--- src/hw/rtl/pstd_pkg.sv ---
package pstd_pkg;

  localparam int unsigned BYTE_W  = 8;
  localparam int unsigned COUNT_W = 7;
  localparam int unsigned BIT_IDX_W = 3;

  // header byte layout
  localparam int unsigned KIND_POS = 7;

  // echo status codes
  localparam logic [BYTE_W-1:0] ECHO_HEADER  = 8'h00;
  localparam logic [BYTE_W-1:0] ECHO_PAYLOAD = 8'hCC;

  // index of the final serial bit of a byte
  localparam logic [BIT_IDX_W-1:0] LAST_BIT_IDX = 3'd7;

  // level of the data/command line while no byte is being shifted
  localparam logic DC_IDLE = 1'b1;

  // classified request passed from front to back
  typedef struct packed {
    logic              is_payload;
    logic              dc;
    logic [BYTE_W-1:0] data;
  } cmd_t;

endpackage

--- src/hw/rtl/packet_to_spi_command_deframer.sv ---
// Packet to serial command deframer. Bytes of a host packet are pushed in one
// per cycle; a byte arriving with no payload pending is a header (top bit:
// 1 data, 0 command; low seven bits: payload byte count). A header gives one
// result with bit_valid low, dc_level high and echo 0x00. Each payload byte
// gives eight results, MSB first, with bit_valid high, dc_level from the kind
// bit and echo 0xCC; last_of_item marks the final result of every byte.
// A byte marked last_in_packet clears the count and kind once handled.
// The front classifies bytes at the input and takes one per cycle while the
// request queue (QUEUE_DEPTH entries) has room. The back serializer issues one
// result per cycle while the output register is empty or popped, and loads the
// next request as the current one issues its last result. A byte passes through
// the queue, the current-request register and the result register in that order.
module packet_to_spi_command_deframer #(
  parameter int unsigned QUEUE_DEPTH = 4
) (
  input  logic                        clk,
  input  logic                        rst_n,
  input  logic                        in_push,
  output logic                        in_full,
  input  logic [pstd_pkg::BYTE_W-1:0] in_packet_byte,
  input  logic                        in_last_in_packet,
  output logic                        out_empty,
  input  logic                        out_pop,
  output logic                        out_bit_valid,
  output logic                        out_serial_bit,
  output logic                        out_dc_level,
  output logic [pstd_pkg::BYTE_W-1:0] out_echo_byte,
  output logic                        out_last_of_item
);

  pstd_pkg::cmd_t front_cmd;
  pstd_pkg::cmd_t queue_cmd;
  logic           queue_empty;
  logic           queue_pop;
  logic           accept;

  assign accept = in_push && !in_full;

  // byte classification and header tracking
  pstd_front u_front (
    .clk            (clk),
    .rst_n          (rst_n),
    .accept         (accept),
    .packet_byte    (in_packet_byte),
    .last_in_packet (in_last_in_packet),
    .cmd            (front_cmd)
  );

  // request queue between front and back
  pstd_queue #(
    .DEPTH (QUEUE_DEPTH)
  ) u_queue (
    .clk       (clk),
    .rst_n     (rst_n),
    .push      (accept),
    .push_data (front_cmd),
    .full      (in_full),
    .pop       (queue_pop),
    .pop_data  (queue_cmd),
    .empty     (queue_empty)
  );

  // serializer and result register
  pstd_back u_back (
    .clk              (clk),
    .rst_n            (rst_n),
    .cmd              (queue_cmd),
    .cmd_empty        (queue_empty),
    .cmd_pop          (queue_pop),
    .out_empty        (out_empty),
    .out_pop          (out_pop),
    .out_bit_valid    (out_bit_valid),
    .out_serial_bit   (out_serial_bit),
    .out_dc_level     (out_dc_level),
    .out_echo_byte    (out_echo_byte),
    .out_last_of_item (out_last_of_item)
  );

endmodule

--- src/hw/rtl/pstd_front.sv ---
module pstd_front (
  input  logic                          clk,
  input  logic                          rst_n,
  input  logic                          accept,
  input  logic [pstd_pkg::BYTE_W-1:0]   packet_byte,
  input  logic                          last_in_packet,
  output pstd_pkg::cmd_t                cmd
);

  logic [pstd_pkg::COUNT_W-1:0] remaining_r, remaining_nxt;
  logic                         kind_r, kind_nxt;
  logic                         is_header;

  // a byte is a header whenever no payload is pending
  assign is_header = (remaining_r == '0);

  // classify the incoming byte
  always_comb begin
    cmd.is_payload = !is_header;
    cmd.dc         = is_header ? pstd_pkg::DC_IDLE : kind_r;
    cmd.data       = packet_byte;
  end

  // header tracking, cleared after the final byte of a packet
  always_comb begin
    remaining_nxt = remaining_r;
    kind_nxt      = kind_r;
    if (accept) begin
      if (is_header) begin
        remaining_nxt = packet_byte[pstd_pkg::COUNT_W-1:0];
        kind_nxt      = packet_byte[pstd_pkg::KIND_POS];
      end else begin
        remaining_nxt = remaining_r - pstd_pkg::COUNT_W'(1);
      end
      if (last_in_packet) begin
        remaining_nxt = '0;
        kind_nxt      = 1'b0;
      end
    end
  end

  always_ff @(posedge clk) begin
    if (!rst_n) begin
      remaining_r <= '0;
      kind_r      <= 1'b0;
    end else begin
      remaining_r <= remaining_nxt;
      kind_r      <= kind_nxt;
    end
  end

endmodule

--- src/hw/rtl/pstd_queue.sv ---
module pstd_queue #(
  parameter int unsigned DEPTH = 4
) (
  input  logic           clk,
  input  logic           rst_n,
  input  logic           push,
  input  pstd_pkg::cmd_t push_data,
  output logic           full,
  input  logic           pop,
  output pstd_pkg::cmd_t pop_data,
  output logic           empty
);

  localparam int unsigned PTR_W = (DEPTH > 1) ? $clog2(DEPTH) : 1;
  localparam int unsigned CNT_W = $clog2(DEPTH + 1);
  localparam logic [PTR_W-1:0] LAST_PTR = PTR_W'(DEPTH - 1);
  localparam logic [CNT_W-1:0] FULL_CNT = CNT_W'(DEPTH);

  pstd_pkg::cmd_t   entries_r [DEPTH];
  logic [PTR_W-1:0] wr_ptr_r, wr_ptr_nxt;
  logic [PTR_W-1:0] rd_ptr_r, rd_ptr_nxt;
  logic [CNT_W-1:0] count_r, count_nxt;
  logic             do_push, do_pop;

  assign full     = (count_r == FULL_CNT);
  assign empty    = (count_r == '0);
  assign do_push  = push && !full;
  assign do_pop   = pop && !empty;
  assign pop_data = entries_r[rd_ptr_r];

  // pointer and fill count update
  always_comb begin
    wr_ptr_nxt = wr_ptr_r;
    rd_ptr_nxt = rd_ptr_r;
    count_nxt  = count_r;
    if (do_push) begin
      wr_ptr_nxt = (wr_ptr_r == LAST_PTR) ? '0 : wr_ptr_r + PTR_W'(1);
    end
    if (do_pop) begin
      rd_ptr_nxt = (rd_ptr_r == LAST_PTR) ? '0 : rd_ptr_r + PTR_W'(1);
    end
    unique case ({do_push, do_pop})
      2'b10:   count_nxt = count_r + CNT_W'(1);
      2'b01:   count_nxt = count_r - CNT_W'(1);
      default: count_nxt = count_r;
    endcase
  end

  always_ff @(posedge clk) begin
    if (!rst_n) begin
      wr_ptr_r <= '0;
      rd_ptr_r <= '0;
      count_r  <= '0;
    end else begin
      wr_ptr_r <= wr_ptr_nxt;
      rd_ptr_r <= rd_ptr_nxt;
      count_r  <= count_nxt;
    end
  end

  // entry storage
  always_ff @(posedge clk) begin
    if (do_push) begin
      entries_r[wr_ptr_r] <= push_data;
    end
  end

  // fill count stays within the depth
  a_count_bound: assert property (@(posedge clk) disable iff (!rst_n)
    count_r <= FULL_CNT)
    else $error("queue fill count beyond depth");

  // pointers agree with the fill count
  a_ptr_consistent: assert property (@(posedge clk) disable iff (!rst_n)
    (count_r == '0 || count_r == FULL_CNT) |-> (wr_ptr_r == rd_ptr_r))
    else $error("queue pointers disagree with fill count");

  // full and empty never flagged together
  a_full_empty_excl: assert property (@(posedge clk) disable iff (!rst_n)
    !(full && empty))
    else $error("queue both full and empty");

endmodule

--- src/hw/rtl/pstd_back.sv ---
module pstd_back (
  input  logic                        clk,
  input  logic                        rst_n,
  input  pstd_pkg::cmd_t              cmd,
  input  logic                        cmd_empty,
  output logic                        cmd_pop,
  output logic                        out_empty,
  input  logic                        out_pop,
  output logic                        out_bit_valid,
  output logic                        out_serial_bit,
  output logic                        out_dc_level,
  output logic [pstd_pkg::BYTE_W-1:0] out_echo_byte,
  output logic                        out_last_of_item
);

  // request being carried out
  logic                           cur_valid_r, cur_valid_nxt;
  logic                           cur_payload_r, cur_payload_nxt;
  logic                           cur_dc_r, cur_dc_nxt;
  logic [pstd_pkg::BYTE_W-1:0]    shift_r, shift_nxt;
  logic [pstd_pkg::BIT_IDX_W-1:0] idx_r, idx_nxt;

  // output register
  logic                        res_valid_r, res_valid_nxt;
  logic                        res_bit_valid_r, res_bit_valid_nxt;
  logic                        res_serial_r, res_serial_nxt;
  logic                        res_dc_r, res_dc_nxt;
  logic [pstd_pkg::BYTE_W-1:0] res_echo_r, res_echo_nxt;
  logic                        res_last_r, res_last_nxt;

  logic advance, cur_done, load_cur;

  assign advance  = !res_valid_r || out_pop;
  assign cur_done = cur_valid_r && (!cur_payload_r || idx_r == pstd_pkg::LAST_BIT_IDX);
  assign load_cur = !cmd_empty && (!cur_valid_r || (advance && cur_done));
  assign cmd_pop  = load_cur;

  // serializer and output register
  always_comb begin
    cur_valid_nxt     = cur_valid_r;
    cur_payload_nxt   = cur_payload_r;
    cur_dc_nxt        = cur_dc_r;
    shift_nxt         = shift_r;
    idx_nxt           = idx_r;
    res_valid_nxt     = res_valid_r;
    res_bit_valid_nxt = res_bit_valid_r;
    res_serial_nxt    = res_serial_r;
    res_dc_nxt        = res_dc_r;
    res_echo_nxt      = res_echo_r;
    res_last_nxt      = res_last_r;

    if (advance) begin
      res_valid_nxt     = cur_valid_r;
      res_bit_valid_nxt = cur_payload_r;
      res_serial_nxt    = cur_payload_r && shift_r[pstd_pkg::BYTE_W-1];
      res_dc_nxt        = cur_dc_r;
      res_echo_nxt      = cur_payload_r ? pstd_pkg::ECHO_PAYLOAD : pstd_pkg::ECHO_HEADER;
      res_last_nxt      = cur_done;
      if (cur_valid_r) begin
        shift_nxt = {shift_r[pstd_pkg::BYTE_W-2:0], 1'b0};
        idx_nxt   = idx_r + pstd_pkg::BIT_IDX_W'(1);
      end
      if (cur_done) begin
        cur_valid_nxt = 1'b0;
      end
    end

    if (load_cur) begin
      cur_valid_nxt   = 1'b1;
      cur_payload_nxt = cmd.is_payload;
      cur_dc_nxt      = cmd.dc;
      shift_nxt       = cmd.data;
      idx_nxt         = '0;
    end
  end

  always_ff @(posedge clk) begin
    if (!rst_n) begin
      cur_valid_r <= 1'b0;
      res_valid_r <= 1'b0;
    end else begin
      cur_valid_r <= cur_valid_nxt;
      res_valid_r <= res_valid_nxt;
    end
  end

  always_ff @(posedge clk) begin
    cur_payload_r   <= cur_payload_nxt;
    cur_dc_r        <= cur_dc_nxt;
    shift_r         <= shift_nxt;
    idx_r           <= idx_nxt;
    res_bit_valid_r <= res_bit_valid_nxt;
    res_serial_r    <= res_serial_nxt;
    res_dc_r        <= res_dc_nxt;
    res_echo_r      <= res_echo_nxt;
    res_last_r      <= res_last_nxt;
  end

  assign out_empty        = !res_valid_r;
  assign out_bit_valid    = res_bit_valid_r;
  assign out_serial_bit   = res_serial_r;
  assign out_dc_level     = res_dc_r;
  assign out_echo_byte    = res_echo_r;
  assign out_last_of_item = res_last_r;

  // a header result is a single idle-line status
  a_header_result: assert property (@(posedge clk) disable iff (!rst_n)
    (res_valid_r && !res_bit_valid_r) |->
      (res_dc_r == pstd_pkg::DC_IDLE && res_echo_r == pstd_pkg::ECHO_HEADER && res_last_r))
    else $error("malformed header result");

  // a payload byte is never abandoned part way through
  a_no_partial_byte: assert property (@(posedge clk) disable iff (!rst_n)
    (cur_valid_r && cur_payload_r && idx_r != pstd_pkg::LAST_BIT_IDX)
      |=> (cur_valid_r && cur_payload_r))
    else $error("payload byte dropped before its last bit");

  // a new request is only taken once the current one has been fully issued
  a_load_when_done: assert property (@(posedge clk) disable iff (!rst_n)
    (load_cur && cur_valid_r) |-> (advance && cur_done))
    else $error("request replaced before completion");

endmodule

--- config.mk ---
export PLATFORM = sky130hd
export DESIGN_NAME = packet_to_spi_command_deframer
export DESIGN_NICKNAME = d
export VERILOG_FILES = /design/src/hw/rtl/pstd_pkg.sv /design/src/hw/rtl/packet_to_spi_command_deframer.sv /design/src/hw/rtl/pstd_front.sv /design/src/hw/rtl/pstd_queue.sv /design/src/hw/rtl/pstd_back.sv
export SDC_FILE = /design/constraint.sdc
export NUM_CORES = 1
export LEC_CHECK = 0
export BUFFER_PORTS_ARGS = -buffer_cell sky130_fd_sc_hd__buf_2
export CAP_MARGIN = 0
export CORE_MARGIN = 2
export CORE_UTILIZATION = 59
export CTS_BUF_LIST = sky130_fd_sc_hd__clkbuf_8
export CTS_CLUSTER_DIAMETER = 30
export DETAILED_ROUTE_END_ITERATION = 16
export GPL_TIMING_DRIVEN = 1
export HOLD_SLACK_MARGIN = 0.03
export PLACE_DENSITY_LB_ADDON = 0.15
export RECOVER_POWER = 25
export REMOVE_ABC_BUFFERS = 1
export SETUP_SLACK_MARGIN = 0.15
export SKIP_CTS_REPAIR_TIMING = 1
export SLEW_MARGIN = 20
export SYNTH_ARGS = -nofsm -noshare
export SYNTH_HDL_FRONTEND = slang
export SYNTH_SLANG_ARGS = --single-unit
export TNS_END_PERCENT = 50
--- constraint.sdc ---
create_clock -name clk -period 3.1 [get_ports clk]
set_input_delay 0.62 -clock clk [delete_from_list [all_inputs] [get_ports clk]]
set_output_delay 0.62 -clock clk [all_outputs]
set_load 0.02 [all_outputs]
**Yosys cells after proc, flatten, opt, wreduce, memory -nomap -nowiden**

Memories as Yosys holds them, arrays and structs flattened. A register that Yosys moved wholly into a read port is not among the register bits.
Cells that the tools add are included.

- $add $sub $neg: 6
- Equal/unequal tests: 6
- Multiplexer cells: 19
- Reduce and logical (&&, ||, !) cells: 27

Operators by type and width:

| kind | number |
|---|---|
| 2-to-1 mux 8 bit | 4 |
| 2-to-1 mux 7 bit | 2 |
| nonzero test 2 bit | 5 |
| 2-to-1 mux 1 bit | 8 |
| 2-to-1 mux 2 bit | 4 |
| AND reduction 2 bit | 4 |
| logical AND 1 bit | 7 |
| logical NOT 7 bit | 1 |
| subtractor 7 x 1 -> 7 bit, second input constant | 1 |
| adder 3 x 1 -> 3 bit, second input constant | 2 |
| equality test 2 bit, second input constant | 3 |
| equality test 3 bit, second input constant | 2 |
| logical NOT 1 bit | 6 |
| case mux 3 bit (2 select lines) | 1 |
| adder 2 x 1 -> 2 bit, second input constant | 2 |
| logical NOT 3 bit | 1 |
| logical OR 1 bit | 3 |
| subtractor 3 x 1 -> 3 bit, second input constant | 1 |
| equality test 2 x 1 -> 1 bit, second input constant | 1 |

- Register bits: 42
- RAM bits: 40
- Output and inout port bits: 14
- Memories: 1

Memory list:

| memory | depth | bits a word | rd ports | clocked after memory_dff | write ports | line | source |
|---|---|---|---|---|---|---|---|
| u_queue.entries_r | 4 | 10 | 1 | 1 | 1 | pstd_queue.sv:19 | `pstd_pkg::cmd_t entries_r [DEPTH];` |

**Depth between registers and ports, before layout**

- Depth after elaboration: 9
- Depth in mapped cells: 11
- Gate-level depth less buffers: 10

**Modules after synthesis**

From an unflattened synthesis, not the netlist that was laid out.

- Cell total of the unflattened synthesis: 261
- Area total of the unflattened synthesis: 3443.3 um2

Modules (own cells, without submodules):

| module | instances | cells each | area an instance (um2) | seq. area each (um2) |
|---|---|---|---|---|
| pstd_queue | 1 | 108 | 1933.1 | 1381.3 |
| pstd_back | 1 | 80 | 932.1 | 520.5 |
| pstd_front | 1 | 72 | 564.3 | 160.2 |
| packet_to_spi_command_deframer | 1 | 1 | 13.8 | 0.0 |

**Worst setup path after synthesis**

No wires, ideal clock.

- Path kind: register to register
- From: reg u_back.idx_r[0] (netlist bit)
- To: reg u_queue.count_r[2]
- Arrival time: 2.527 ns
- Data required time: 3.030 ns
- Path slack: 0.502 ns
- Stages on the path, launching flop included: 12
- Buffers on the path: 1
- Cells stage by stage: dfxtp_1 ha_1 ha_1 nand2b_1 a21boi_2 nor2_1 buf_2 ha_1 fa_1 xnor2_1 or3_2 a21oi_1

- Longest elaborated chain between the ends: 9
- Elaborated cells between the ends (all ways): 11

Ends and longest elaborated chain:

| item | line | source |
|---|---|---|
| start, declared | pstd_back.sv:21 | `logic [pstd_pkg::BIT_IDX_W-1:0] idx_r, idx_nxt;` |
| start signal, assigned | pstd_back.sv:91 | `idx_r <= idx_nxt;` |
| equality test 3 bit * | pstd_back.sv:34 | `assign cur_done = cur_valid_r && (!cur_payload_r \|\| idx_r == pstd_pkg::LAST_BIT_IDX);` |
| logical OR 1 bit * | pstd_back.sv:34 |  |
| logical AND 1 bit * | pstd_back.sv:34 |  |
| logical AND 1 bit * | pstd_back.sv:35 | `assign load_cur = !cmd_empty && (!cur_valid_r \|\| (advance && cur_done));` |
| logical OR 1 bit * | pstd_back.sv:35 |  |
| logical AND 1 bit * | pstd_back.sv:35 |  |
| logical AND 1 bit * | pstd_queue.sv:28 | `assign do_pop = pop && !empty;` |
| named net u_queue.do_pop | pstd_queue.sv:23 | `logic do_push, do_pop;` |
| equality test 2 x 1 -> 1 bit / equality test 2 bit (equally long branches) | pstd_queue.sv:42 | `unique case ({do_push, do_pop})` |
| case mux 3 bit (2 select lines) / nonzero test 2 bit (equally long branches) | -- |  |
| end signal, assigned | pstd_queue.sv:57 | `count_r <= count_nxt;` |
| end, declared | pstd_queue.sv:22 | `logic [CNT_W-1:0] count_r, count_nxt;` |

Mark *: on every way through the listed nets, which the timed path passes. The rest lies on a longest branch.
A chain may end at the register's enable or synchronous reset.

**Final worst setup path**

- From: reg u_back.idx_r[0] (netlist bit)
- To: reg u_queue.count_r[2]

- Longest elaborated chain between the ends: 9
- Elaborated cells between the ends (all ways): 11

Ends and longest elaborated chain:

| item | line |
|---|---|
| equality test 3 bit * | pstd_back.sv:34 |
| logical OR 1 bit * | pstd_back.sv:34 |
| logical AND 1 bit * | pstd_back.sv:34 |
| logical AND 1 bit * | pstd_back.sv:35 |
| logical OR 1 bit * | pstd_back.sv:35 |
| logical AND 1 bit * | pstd_back.sv:35 |
| logical AND 1 bit * | pstd_queue.sv:28 |
| equality test 2 x 1 -> 1 bit / equality test 2 bit (equally long branches) | pstd_queue.sv:42 |
| case mux 3 bit (2 select lines) / nonzero test 2 bit (equally long branches) | -- |

Mark *: on every way between the ends. The rest lies on a longest branch, timed or not.

==> flow_summary.yaml <==
floorplan:
  rows: 26
  floorplan.initialDensity_pct: 61.95
  core_region_area_mm2: 0.005205
  design.die.area_mm2: 0.006072
  die_height_um: 77.93
  io_pins: 27
  fp.dieW_um: 77.93
timing:
  tns_ps: 0
  worst_pin_slew_ps: 791.0
  finalHoldViolations: 0
  rsz0062_at_grt: "no"
  relSlewSlack_pct: 47.26
  report.final.setup_viol: 0
  clock-skew-final_ps: 4.191
  period_needed_ps: 2582
  final_max_slew_viol_count: 0
  timing.final.crit_share_pct: 83.29
  fmax_ghz: 0.3873
cts:
  tritoncts.num_buffers: 9
  tritoncts_num_sinks: 76
  clk_latency_ps: 330
  ctsLongestPathBuffers: 2
  clk_pin_slew_ps: 70
  cts_tree: "done"
  ctsHtreeMaxLevel: 3
  cts_root_buf: "sky130_fd_sc_hd__clkbuf_8"
synth:
  synthDominantCellAreaShare_pct: 50.29
  syn_area_per_cell_um2: 14.27
  number_of_synthesized_flops_with_an_enable_pin: 54
  seq_area_frac_synth_pct: 63.95
  yosysUniqueCellTypes: 49
  synth-seq-cells: 76
  netlist_top_cells_area: "sky130_fd_sc_hd__edfxtp_1 (50%), sky130_fd_sc_hd__dfxtp_1 (14%), sky130_fd_sc_hd__mux4_2 (7.0%)"
  synth_top_cell_by_area: "sky130_fd_sc_hd__edfxtp_1"
  synth_top_flop_cell: "sky130_fd_sc_hd__edfxtp_1"
  syn-instance-count: 226
  syn-cell-area_mm2: 0.003224
  synthArstFlopShare_pct: 0
  ys_warn_count: 0
power_and_ir_drop:
  sequentialPowerShare_pct: 48.9
  internal_power_uw: 2172
  peak_vdd_ir_v: 0.0005542
  comb_power_share_pct: 30.4
  pwr_cell_area_mw_per_mm2: 912.4
  power.leakage_uw: 0.001270
  switching_share_pct: 32.11
  power.switching_uw: 1027
  post-layout-total-power_uw: 3199
  share_clk_of_total_power_pct: 20.8
route:
  detail_route.iter0.violations: 102
  routed-via-count: 1764
  drc_violations_left: 0
  route.antenna.remaining_nets: 0
  route.final.wire_length_mm: 4.980
  drtPass1Iterations: 4
  via_per_inst: 5.478
  routed_len_inst_um: 15.47
worst_setup_path:
  critical_path_peak_fanout: 5
  required_ps: 3370
  critPathBufInv: 0
  worst_path_max_delay_cell: "sky130_fd_sc_hd__or3_2"
  startpoint_type: "flip-flop"
  timing_worst_setup_path_type: "reg -> reg"
  cp-end-kind: "flip-flop"
  worst_path_dominant_cell_family: "adder cells"
  worstPathArrival_ps: 2850
  path_common_cell: "sky130_fd_sc_hd__ha_1"
  timing.critical_path.cells: "ha_1, ha_1, nand2b_1, a21boi_2, nor2_1, ha_1, fa_1, xnor2_1, or3_2, a21oi_1"
  crit_path_max_incr_delay_ps: 400
placement:
  place_hpwl_mm: 3.541
  place.gp.congestion: 0.8522
  io_port_bufs: 22
grt:
  routing_usage_on_met1_pct: 25.59
  grt_pass1_vias: 1758
  grt_start_max_net_pins: 15
  grt_remaining_overflow: 0
  grt_antenna_before_repair: 0
  groute.layer.met2.usage_pct: 29.31
  grtUsageMet3_pct: 5.930
  groute.usage.overall_pct: 18.94
  grt_pass1_wl_mm: 8.562
  grt_most_used_layer: "met2"
finish:
  finalNetCount: 270
  drive_above_1_share_pct: 22.62
  area_delta_synth_final_pct: 8.731
  antenna_cells: 0
job:
  cap_viol_max_count: 0
status:
  run_status: "completed"
min_path:
  worst_hold_path_type: "reg -> reg"
[through the flow]
stage               hold WS [ps]  instance area [µm²]  utilization [%]  setup WS [ps]  cells
floorplan                  400.3                 3133                -          538.4    213
global placement           405.5                 3338            64.13          505.4    306
detailed placement         404.5                 3338            64.13          457.4    306
CTS                        425.2                 3516            67.55          514.5    322
global route               423.9                 3506            67.36          313.7    322
finish                     424.5                 3506            67.36          517.9    322
[synthesized netlist by cell type (4+ instances only)]
master,instances
sky130_fd_sc_hd__nor2_1,11
sky130_fd_sc_hd__buf_4,8
sky130_fd_sc_hd__dfxtp_1,22
sky130_fd_sc_hd__a21oi_1,13
sky130_fd_sc_hd__mux4_2,10
sky130_fd_sc_hd__nand3_1,5
sky130_fd_sc_hd__nand2_1,11
sky130_fd_sc_hd__and2_2,4
sky130_fd_sc_hd__ha_1,9
sky130_fd_sc_hd__o21ai_1,4
sky130_fd_sc_hd__mux2_1,6
sky130_fd_sc_hd__buf_2,4
sky130_fd_sc_hd__inv_1,11
sky130_fd_sc_hd__o21ai_0,6
sky130_fd_sc_hd__edfxtp_1,54
[cell usage in the layout (no fill, tap or decap), types with 2 or more instances in the layout]
master                     count
sky130_fd_sc_hd__inv_1        11
sky130_fd_sc_hd__or3_2         2
sky130_fd_sc_hd__ha_1          9
sky130_fd_sc_hd__clkbuf_8     11
sky130_fd_sc_hd__nand2b_1      2
sky130_fd_sc_hd__mux2_2        2
sky130_fd_sc_hd__a21oi_1      13
sky130_fd_sc_hd__nand2_1      11
sky130_fd_sc_hd__mux2i_1       3
sky130_fd_sc_hd__nand3_1       5
sky130_fd_sc_hd__buf_2        14
sky130_fd_sc_hd__mux2_1        6
sky130_fd_sc_hd__edfxtp_1     54
sky130_fd_sc_hd__mux4_2       10
sky130_fd_sc_hd__o21ai_1       4
sky130_fd_sc_hd__inv_2         2
sky130_fd_sc_hd__xor2_1        2
sky130_fd_sc_hd__dfxtp_1      22
sky130_fd_sc_hd__or4_1         3
sky130_fd_sc_hd__clkbuf_1      8
sky130_fd_sc_hd__nor2_1       11
sky130_fd_sc_hd__nor3_1        3
sky130_fd_sc_hd__o211ai_1      2
sky130_fd_sc_hd__o21ai_0       6
sky130_fd_sc_hd__conb_1        4
sky130_fd_sc_hd__clkinv_2      3
sky130_fd_sc_hd__and2_1        2
sky130_fd_sc_hd__and2_2        4
[final timing paths]
check | start | endpoint | slack, ps | depth (start not counted)
max reg2reg | u_back.idx_r[0]$_SDFFE_PN0P_ | u_queue.count_r[2]$_SDFFE_PN0P_ | 520 | 10
max | u_back.idx_r[0]$_SDFFE_PN0P_ | u_queue.count_r[2]$_SDFFE_PN0P_ | 520 | 10
min reg2reg | u_back.cur_dc_r$_DFFE_PN_ | u_back.out_dc_level$_DFFE_PP_ | 420 | 0
min | u_back.cur_dc_r$_DFFE_PN_ | u_back.out_dc_level$_DFFE_PP_ | 420 | 0
[power by group through the flow]
stage	Sequential, µW	Clock (µW)	Combinational, µW
2_1_floorplan	1610	0	670
3_3_place_gp	1590	0	965
3_5_place_dp	1590	0	976
4_1_cts	1570	681	981
5_1_grt	1600	725	1090
6_report	1560	664	971
[layer usage]
metal  up-vias  share of wire, %
li1        868                 -
met1       830                47
met2        56                47
met3        10               4.3
met4         0               1.5
met5         -                 0
[kinds of logic (layout without fill, tap and decap cells)]
family	after synthesis	count (layout)	synth area share, %
buf+inv	30	53	4.967
fa+ha+maj	10	10	4.113
simple gates	51	51	8.847
flops	76	76	63.95
other cells	1	4	0.1163
mux	21	21	10.71
xor+xnor	3	3	0.8150
compound gates	34	34	6.481
[area by class of cell]
class | instances | area [µm²]
multi-input combinational | 123 | 1013
inverter | 14 | 57.56
timing repair buffer | 23 | 107.6
sequential | 76 | 2062
tap | 70 | 87.58
fill | 390 | 1699
clock inverter | 5 | 26.28
clock buffer | 11 | 151.4
[flip-flops by register name, summed over array words and instances, names as in the netlist, named ones only]
register / flops
u_queue.entries_r: 40
u_back.shift_r: 8
u_front.remaining_r: 7
u_back.idx_r: 3
u_queue.count_r: 3
u_queue.rd_ptr_r: 2
u_queue.wr_ptr_r: 2
u_back.cur_dc_r: 1
u_back.cur_payload_r: 1
u_back.cur_valid_r: 1
u_back.out_dc_level: 1
u_back.out_echo_byte: 1
u_back.out_last_of_item: 1
u_back.out_serial_bit: 1
u_back.res_valid_r: 1
u_front.kind_r: 1
No activity file was read; power rests on OpenSTA's default activity.
